<file path="src/design/olar_pkg.sv">
`timescale 1ns / 1ps
`default_nettype none

package olar_pkg;

    // Storage geometry of the list.
    localparam int DEPTH      = 16;
    localparam int DATA_WIDTH = 32;

    // Fixed widths of the port fields.
    localparam int VALUE_W = 32;
    localparam int POS_W   = 4;
    localparam int LEN_W   = 5;
    localparam int FUNC_W  = 2;
    localparam int STAT_W  = 2;

    // Derived widths: entry index and entry count.
    localparam int IDX_W = (DEPTH > 1) ? $clog2(DEPTH) : 1;
    localparam int CNT_W = $clog2(DEPTH + 1);

    // Operation codes.
    localparam logic [FUNC_W-1:0] FUNC_APPEND = 2'd0;
    localparam logic [FUNC_W-1:0] FUNC_REMOVE = 2'd1;
    localparam logic [FUNC_W-1:0] FUNC_DUMP   = 2'd2;
    localparam logic [FUNC_W-1:0] FUNC_NONE   = 2'd3;

    // Status codes.
    localparam logic [STAT_W-1:0] STAT_OK        = 2'd0;
    localparam logic [STAT_W-1:0] STAT_FULL      = 2'd1;
    localparam logic [STAT_W-1:0] STAT_NOT_FOUND = 2'd2;
    localparam logic [STAT_W-1:0] STAT_EMPTY     = 2'd3;

    // Sequencer states.
    typedef enum logic [2:0] {
        S_IDLE,
        S_RM_READ,
        S_RM_CHECK,
        S_DP_READ,
        S_DP_OUT
    } t_state;

    // Result of one pass through the shared compare and index unit.
    typedef struct packed {
        logic             eq;
        logic [IDX_W-1:0] idx_next;
        logic             at_end;
    } t_step;

    // Keep the low DATA_WIDTH bits of an input value, zero filled above.
    function automatic logic [DATA_WIDTH-1:0] to_entry(input logic [VALUE_W-1:0] v);
        logic [DATA_WIDTH+VALUE_W-1:0] ext;
        ext = {{DATA_WIDTH{1'b0}}, v};
        return ext[DATA_WIDTH-1:0];
    endfunction

    // Bring a stored entry back to the port width.
    function automatic logic [VALUE_W-1:0] from_entry(input logic [DATA_WIDTH-1:0] e);
        logic [DATA_WIDTH+VALUE_W-1:0] ext;
        ext = {{VALUE_W{1'b0}}, e};
        return ext[VALUE_W-1:0];
    endfunction

    // Low bits of an index for the position field.
    function automatic logic [POS_W-1:0] to_pos(input logic [IDX_W-1:0] idx);
        logic [IDX_W+POS_W-1:0] ext;
        ext = {{POS_W{1'b0}}, idx};
        return ext[POS_W-1:0];
    endfunction

    // Low bits of a count for the length field.
    function automatic logic [LEN_W-1:0] to_len(input logic [CNT_W-1:0] cnt);
        logic [CNT_W+LEN_W-1:0] ext;
        ext = {{LEN_W{1'b0}}, cnt};
        return ext[LEN_W-1:0];
    endfunction

endpackage

`default_nettype wire

</file>
<file path="src/design/ordered_list_append_remove_top.sv">
`timescale 1ns / 1ps
`default_nettype none

// Ordered list of up to DEPTH signed values kept in insertion order. An
// operation is taken when start is high and busy is low. Append, an unused
// code and any operation on an empty list give their single result in the
// cycle after the transfer. Remove walks the stored entries through one
// compare unit and one RAM read port, a read state and a check state per
// entry, closing the gap behind the first match before its single result.
// Dump streams the entries from head to tail, reading then showing each,
// the final one marked by last. Each result stands on the outputs for exactly
// one cycle while o_valid is high; the receiver cannot stall it, so it must
// take every result in that cycle. busy stays high through a remove or dump
// and falls in the cycle that shows its last result, so the next operation
// can be taken at the end of that cycle.
module ordered_list_append_remove_top (
    input  wire logic                          i_clk,
    input  wire logic                          i_rst_n,
    input  wire logic                          start,
    output logic                               busy,
    input  wire logic [olar_pkg::FUNC_W-1:0]   i_func,
    input  wire logic signed [olar_pkg::VALUE_W-1:0] i_value,
    output logic                               o_valid,
    output logic signed [olar_pkg::VALUE_W-1:0] o_data,
    output logic      [olar_pkg::POS_W-1:0]    o_position,
    output logic                               o_last,
    output logic      [olar_pkg::LEN_W-1:0]    o_length,
    output logic      [olar_pkg::STAT_W-1:0]   o_status
);

    olar_pkg::t_state r_state, n_state;

    logic [olar_pkg::CNT_W-1:0]      r_count, n_count;
    logic [olar_pkg::IDX_W-1:0]      r_idx, n_idx;
    logic                            r_found, n_found;
    logic [olar_pkg::DATA_WIDTH-1:0] r_key, n_key;

    logic                            n_valid;
    logic [olar_pkg::VALUE_W-1:0]    n_data;
    logic [olar_pkg::POS_W-1:0]      n_pos;
    logic                            n_last;
    logic [olar_pkg::LEN_W-1:0]      n_len;
    logic [olar_pkg::STAT_W-1:0]     n_status;

    logic                            ram_we;
    logic [olar_pkg::IDX_W-1:0]      ram_waddr;
    logic [olar_pkg::DATA_WIDTH-1:0] ram_wdata;
    logic [olar_pkg::DATA_WIDTH-1:0] ram_rdata;

    olar_pkg::t_step                 step;
    logic                            accept;
    logic                            full;
    logic                            empty;
    logic                            found_now;
    logic [olar_pkg::DATA_WIDTH-1:0] in_entry;

    assign busy      = (r_state != olar_pkg::S_IDLE);
    assign accept    = start && !busy;
    assign full      = (r_count == olar_pkg::CNT_W'(olar_pkg::DEPTH));
    assign empty     = (r_count == '0);
    assign found_now = r_found || step.eq;
    assign in_entry  = olar_pkg::to_entry(i_value);

    // Entry store.
    olar_ram #(
        .WIDTH (olar_pkg::DATA_WIDTH),
        .DEPTH (olar_pkg::DEPTH)
    ) u_ram (
        .i_clk   (i_clk),
        .i_we    (ram_we),
        .i_waddr (ram_waddr),
        .i_wdata (ram_wdata),
        .i_raddr (r_idx),
        .o_rdata (ram_rdata)
    );

    // Shared compare and index unit.
    olar_step u_step (
        .i_entry (ram_rdata),
        .i_key   (r_key),
        .i_idx   (r_idx),
        .i_count (r_count),
        .o_step  (step)
    );

    // Next state of the sequencer.
    always_comb begin
        n_state = r_state;
        unique case (r_state)
            olar_pkg::S_IDLE: begin
                if (accept && !empty) begin
                    unique case (i_func)
                        olar_pkg::FUNC_REMOVE: n_state = olar_pkg::S_RM_READ;
                        olar_pkg::FUNC_DUMP:   n_state = olar_pkg::S_DP_READ;
                        default:               n_state = olar_pkg::S_IDLE;
                    endcase
                end
            end
            olar_pkg::S_RM_READ:  n_state = olar_pkg::S_RM_CHECK;
            olar_pkg::S_RM_CHECK: begin
                n_state = step.at_end ? olar_pkg::S_IDLE : olar_pkg::S_RM_READ;
            end
            olar_pkg::S_DP_READ:  n_state = olar_pkg::S_DP_OUT;
            olar_pkg::S_DP_OUT: begin
                n_state = step.at_end ? olar_pkg::S_IDLE : olar_pkg::S_DP_READ;
            end
            default: n_state = olar_pkg::S_IDLE;
        endcase
    end

    // Datapath control, RAM writes and result fields.
    always_comb begin
        n_count   = r_count;
        n_idx     = r_idx;
        n_found   = r_found;
        n_key     = r_key;
        n_valid   = 1'b0;
        n_data    = '0;
        n_pos     = '0;
        n_last    = 1'b1;
        n_len     = olar_pkg::to_len(r_count);
        n_status  = olar_pkg::STAT_OK;
        ram_we    = 1'b0;
        ram_waddr = r_count[olar_pkg::IDX_W-1:0];
        ram_wdata = in_entry;
        unique case (r_state)
            olar_pkg::S_IDLE: begin
                if (accept) begin
                    n_idx   = '0;
                    n_found = 1'b0;
                    n_key   = in_entry;
                    unique case (i_func) inside
                        olar_pkg::FUNC_APPEND: begin
                            n_valid = 1'b1;
                            if (full) begin
                                n_status = olar_pkg::STAT_FULL;
                            end else begin
                                ram_we  = 1'b1;
                                n_count = r_count + olar_pkg::CNT_W'(1);
                                n_len   = olar_pkg::to_len(r_count + olar_pkg::CNT_W'(1));
                            end
                        end
                        olar_pkg::FUNC_REMOVE, olar_pkg::FUNC_DUMP: begin
                            if (empty) begin
                                n_valid  = 1'b1;
                                n_status = olar_pkg::STAT_EMPTY;
                            end
                        end
                        default: begin
                            n_valid = 1'b1;
                        end
                    endcase
                end
            end
            olar_pkg::S_RM_READ: begin
                // The RAM read of the current index is under way.
            end
            olar_pkg::S_RM_CHECK: begin
                // Behind the match every entry moves down by one place.
                if (r_found) begin
                    ram_we    = 1'b1;
                    ram_waddr = r_idx - olar_pkg::IDX_W'(1);
                    ram_wdata = ram_rdata;
                end
                n_found = found_now;
                n_idx   = step.idx_next;
                if (step.at_end) begin
                    n_valid = 1'b1;
                    if (found_now) begin
                        n_count = r_count - olar_pkg::CNT_W'(1);
                        n_len   = olar_pkg::to_len(r_count - olar_pkg::CNT_W'(1));
                    end else begin
                        n_status = olar_pkg::STAT_NOT_FOUND;
                    end
                end
            end
            olar_pkg::S_DP_READ: begin
                // The RAM read of the current index is under way.
            end
            olar_pkg::S_DP_OUT: begin
                n_valid = 1'b1;
                n_data  = olar_pkg::from_entry(ram_rdata);
                n_pos   = olar_pkg::to_pos(r_idx);
                n_last  = step.at_end;
                n_idx   = step.idx_next;
            end
            default: begin
                n_valid = 1'b0;
            end
        endcase
    end

    // Control registers.
    always_ff @(posedge i_clk) begin
        if (!i_rst_n) begin
            r_state <= olar_pkg::S_IDLE;
            r_count <= '0;
            r_found <= 1'b0;
            r_idx   <= '0;
            o_valid <= 1'b0;
        end else begin
            r_state <= n_state;
            r_count <= n_count;
            r_found <= n_found;
            r_idx   <= n_idx;
            o_valid <= n_valid;
        end
    end

    // Key and result payload registers.
    always_ff @(posedge i_clk) begin
        r_key      <= n_key;
        o_data     <= n_data;
        o_position <= n_pos;
        o_last     <= n_last;
        o_length   <= n_len;
        o_status   <= n_status;
    end

endmodule

`default_nettype wire

</file>
<file path="src/design/olar_ram.sv">
`timescale 1ns / 1ps
`default_nettype none

module olar_ram #(
    parameter int WIDTH = 32,
    parameter int DEPTH = 16
) (
    input  wire logic                                 i_clk,
    input  wire logic                                 i_we,
    input  wire logic [((DEPTH > 1) ? $clog2(DEPTH) : 1)-1:0] i_waddr,
    input  wire logic [WIDTH-1:0]                     i_wdata,
    input  wire logic [((DEPTH > 1) ? $clog2(DEPTH) : 1)-1:0] i_raddr,
    output logic      [WIDTH-1:0]                     o_rdata
);

    logic [WIDTH-1:0] r_mem [DEPTH];

    // One write port and one read port; the read data is registered.
    always_ff @(posedge i_clk) begin
        if (i_we) begin
            r_mem[i_waddr] <= i_wdata;
        end
        o_rdata <= r_mem[i_raddr];
    end

endmodule

`default_nettype wire

</file>
<file path="src/design/olar_step.sv">
`timescale 1ns / 1ps
`default_nettype none

module olar_step (
    input  wire logic [olar_pkg::DATA_WIDTH-1:0] i_entry,
    input  wire logic [olar_pkg::DATA_WIDTH-1:0] i_key,
    input  wire logic [olar_pkg::IDX_W-1:0]      i_idx,
    input  wire logic [olar_pkg::CNT_W-1:0]      i_count,
    output olar_pkg::t_step                      o_step
);

    logic [olar_pkg::CNT_W-1:0] inc;

    // The index plus one never exceeds the depth, so it fits the count width.
    assign inc = olar_pkg::CNT_W'(i_idx) + olar_pkg::CNT_W'(1);

    // Compare the entry just read with the key and advance the walk index.
    always_comb begin
        o_step.eq       = (i_entry == i_key);
        o_step.idx_next = inc[olar_pkg::IDX_W-1:0];
        o_step.at_end   = (inc == i_count);
    end

endmodule

`default_nettype wire
</file>
<file path="config.mk">
export PLATFORM = sky130hd
export DESIGN_NAME = ordered_list_append_remove_top
export DESIGN_NICKNAME = d
export VERILOG_FILES = /design/src/design/olar_pkg.sv /design/src/design/ordered_list_append_remove_top.sv /design/src/design/olar_ram.sv /design/src/design/olar_step.sv
export SDC_FILE = /design/constraint.sdc
export NUM_CORES = 1
export LEC_CHECK = 0
export ABC_AREA = 1
export BUFFER_PORTS_ARGS = -buffer_cell sky130_fd_sc_hd__buf_2
export CORE_MARGIN = 3
export CORE_UTILIZATION = 45
export DETAILED_ROUTE_END_ITERATION = 12
export PLACE_DENSITY_LB_ADDON = 0.2
export SKIP_CTS_REPAIR_TIMING = 1
export SLEW_MARGIN = 20
export SYNTH_ARGS = -nofsm -noshare
export SYNTH_HDL_FRONTEND = slang
export SYNTH_SLANG_ARGS = --single-unit
</file>
<file path="constraint.sdc">
create_clock -name i_clk -period 6.3 [get_ports i_clk]
set_clock_uncertainty 0.1 [all_clocks]
set_input_delay 1.26 -clock i_clk [delete_from_list [all_inputs] [get_ports i_clk]]
set_output_delay 1.26 -clock i_clk [all_outputs]
set_load 0.005 [all_outputs]
</file>
==> run metrics <==
final hold viol count 0; placed cells 2,586; Iteration-0 DRC Markers 1,720; Yosys top cell area share 0.668; Synth Warn # 0; CP endpoint u_ram.r_mem[15][14]$_DFFE_PP_; Net Switching 0.00187 W; most frequent cells after synthesis 544 x edfxtp_1, 335 x nor2_1, 269 x o21ai_0; CP Cell Sequence clkinv_2 -> ha_1 -> o21ai_1 -> nand3_1 -> nor2_4; top post-synthesis cells by area edfxtp_1 67%, dfxtp_1 7.4%, o21ai_0 5.5%, nor2_1 5.1%, o221ai_1 3.0%; # IOs 83; DRC Markers 0; Tot GR Track Use 0.224; largest fanout on the critical path 58; Reg power frac 0.527; Worst VDD drop 0.000209 V; RSZ-0062 raised after global routing no; Die X between 200 and 250 um; Yosys top cell by area edfxtp_1; top-count cell post-synth edfxtp_1; Port Buffers 82; largest net degree at the start of global routing between 90 and 100; leakage 9.62 nW; row cnt 84; sw frac 0.212; Main synth FF type edfxtp_1; Starting Density 0.460; Core Region 0.0532 mm2; H-tree level count 3; DR vias 15.5k; Synth Instances between 1.5k and 2k; Post-Synth Simple-Gate Area 0.0903; Slew Limit Fails 0; Layout Nets between 2k and 2.5k; Clk Latency, worst-skew pair between 500 and 600 ps; DR vias/cell approximately 5.7; Clock Tree Root clkbuf_16; max_slew headroom 0.253; worst hold start u_ram.o_rdata[6]$_DFF_P_; GP Congestion roughly 0.85; GRT Max-Usage Layer met2; Power Dens Cells 316 mW/mm2; Worst Setup SP r_idx[1]$_SDFFE_PN0P_; max_cap viols 0; first-pass GRT wire length between 90,000 and 100,000 um; M2 GR Usage 0.347; layout cells sized above 1 0.133; reg-to-reg critical path endpoint u_ram.r_mem[15][14]$_DFFE_PP_; Reg clk slew, reported paths roughly 60 ps; TNS Setup 0 ps; hold slack 362 ps; global-route track usage on met1 0.319; Fillers around 4.5k; area fraction in compound gates after synthesis 0.120; Synth Register Bits between 600 and 700; status finished clean; Final min period between 4000 and 5000 ps; Die H approximately 240 um; R2R cell count 5; Crit Path Class reg2reg; Total Wirelength 64,000 um; initial antenna violation count 0; TritonCTS clock tree done; area grow syn2layout 14.1%; post-DP HPWL between 30,000 and 40,000 um; asr flop ratio synth 0; Final setup violation count 0; synth unique cells 40; met3 Use GR 0.0373; reg2reg start r_idx[1]$_SDFFE_PN0P_; flop2flop setup slack between 1500 and 2000 ps; CP Data Required Time about 6400 ps; EDFF count, synth roughly 540; Synth Area in Adders 0.00358; CP max stage delay between 900 and 1000 ps; Max Fclk approximately 230 MHz; final cycle utilization of the critical path 0.698; largest family of logic cells by synthesized area compound AO/OA/AOI/OAI gates; Post-Layout Cell Count about 2.7k; grt ovf 0; Setup crit start kind flip-flop; Final ANT Viol Nets 0; Synth Area in XOR/XNOR 0.0114; Syn Std Cell Area about 0.024 mm2; Seq/Total Area, Yosys 0.742; cell internal pwr approximately 0.0069 W; Comb power frac 0.044; Bufs and invs on worst path 1; Worst path depth 5; Slew @ Worst Pin approximately 1100 ps; number of global-route vias before repair approximately 15k; Crit-path slowest cell nor2_4; mux contribution to synthesized area 0; worst hold path type reg2reg; clock sinks 634; clock share of power 0.429; First-pass DRT Iterations 5; drt wl/cell between 20 and 25 um; maximum clock path buffer count 3; CTS buffer count 68; CP delay by family, top simple AND/OR/NAND/NOR gates; synthesized net count between 1.5k and 2k; Critical Path Sink Type flip-flop; total die area roughly 0.057 mm2; synthesized area per cell about 13 um2; n_diodes 0; Worst EP arrival approximately 4500 ps
[kinds of logic (layout without fill, tap and decap cells)]
| family | after synthesis | in the layout |
|---|---|---|
| compound gates | 487 | 487 |
| flops | 634 | 634 |
| buf+inv | 193 | 318 |
| xor+xnor | 30 | 30 |
| simple gates | 551 | 551 |
| fa+ha+maj | 7 | 7 |
[worst min path at each step]
| stage | to | slack (ps) | depth (start not counted) |
|---|---|---|---|
| after detailed placement | o_data[10]$_SDFF_PP0_ | 350 | 2 |
| after CTS | o_data[6]$_SDFF_PP0_ | 370 | 2 |
| after global placement | o_data[10]$_SDFF_PP0_ | 350 | 2 |
| after floorplan | o_data[10]$_SDFF_PP0_ | 340 | 2 |
| final | o_data[6]$_SDFF_PP0_ | 360 | 2 |
| after global routing | o_data[16]$_SDFF_PP0_ | 390 | 2 |
[sequential cells by signal, indices dropped and copies added, names as in the netlist]
register,count
u_ram.o_rdata,32
r_count,5
r_found,1
u_ram.r_mem,512
o_last,1
o_valid,1
o_length,5
o_position,4
o_status,2
r_key,32
o_data,32
r_state,3
r_idx,4
[placed cells by master (no fill, tap or decap), types with 2 or more instances in the layout]
master / instances
clkinvlp_4: 2
buf_2: 82
buf_4: 35
o221ai_1: 83
a211oi_1: 2
o211ai_1: 46
or2_2: 2
dfxtp_4: 3
nand2_2: 6
nand3_2: 4
inv_2: 5
o21ai_2: 9
dfxtp_1: 86
inv_6: 2
buf_16: 3
nand4_1: 4
xnor2_1: 24
bufinv_16: 2
buf_12: 5
a21oi_1: 10
o22ai_1: 45
nand2_1: 151
clkinv_1: 8
clkbuf_16: 71
nor3_1: 2
nor2_4: 20
edfxtp_1: 544
clkbuf_1: 26
clkbuf_8: 6
clkinv_2: 6
ha_1: 7
xor2_1: 4
nand3_1: 39
o21ai_1: 22
o21ai_0: 266
nor2_1: 319
nor2_2: 2
inv_1: 64
[power by group through the flow]
stage / clock network (W) / logic [W] / registers [W]
detailed placement: 0 / 0.000392 / 0.00474
finish: 0.00378 / 0.000391 / 0.00465
global route: 0.00402 / 0.000432 / 0.00465
global placement: 0 / 0.000386 / 0.00473
floorplan: 0 / 0.000231 / 0.00473
CTS: 0.00385 / 0.000393 / 0.00465
[per-stage QoR]
step | total power (W) | util | area, um2 | setup WS [ps]
6_report | 0.00882 | 0.525 | 27900 | 1910
3_3_place_gp | 0.00512 | 0.482 | 25600 | 2000
4_1_cts | 0.00889 | 0.521 | 27700 | 1920
2_1_floorplan | 0.00496 | - | 24500 | 1870
5_1_grt | 0.00910 | 0.525 | 27900 | 1730
3_5_place_dp | 0.00513 | 0.482 | 25600 | 1930
[worst min-delay path, delay by kind of cell, from the launching register on]
family | cells | cell delay (ps)
buf+inv | 1 | 60
simple gates | 1 | 40
flops | 1 | 320
[area by class of cell]
| type | count | area [um2] | area share |
|---|---|---|---|
| inverter | 72 | 282 | 0.0101 |
| timing repair buffer | 125 | 856 | 0.0307 |
| clock buffer | 103 | 1960 | 0.0701 |
| clock inverter | 18 | 139 | 0.00498 |
| tap | 688 | 861 | 0.0308 |
| multi-input combinational | 1075 | 5670 | 0.203 |
| sequential | 634 | 18100 | 0.650 |
[layer usage]
metal / vias to the layer above / wire length (um) / share of wire
met2: 610 / 29100 / 0.45
li1: 7112 / - / -
met4: 0 / 2550 / 0.040
met3: 124 / 4610 / 0.072
met1: 7686 / 27700 / 0.43
met5: - / 0 / 0
(Power assumes the default switching activity.)
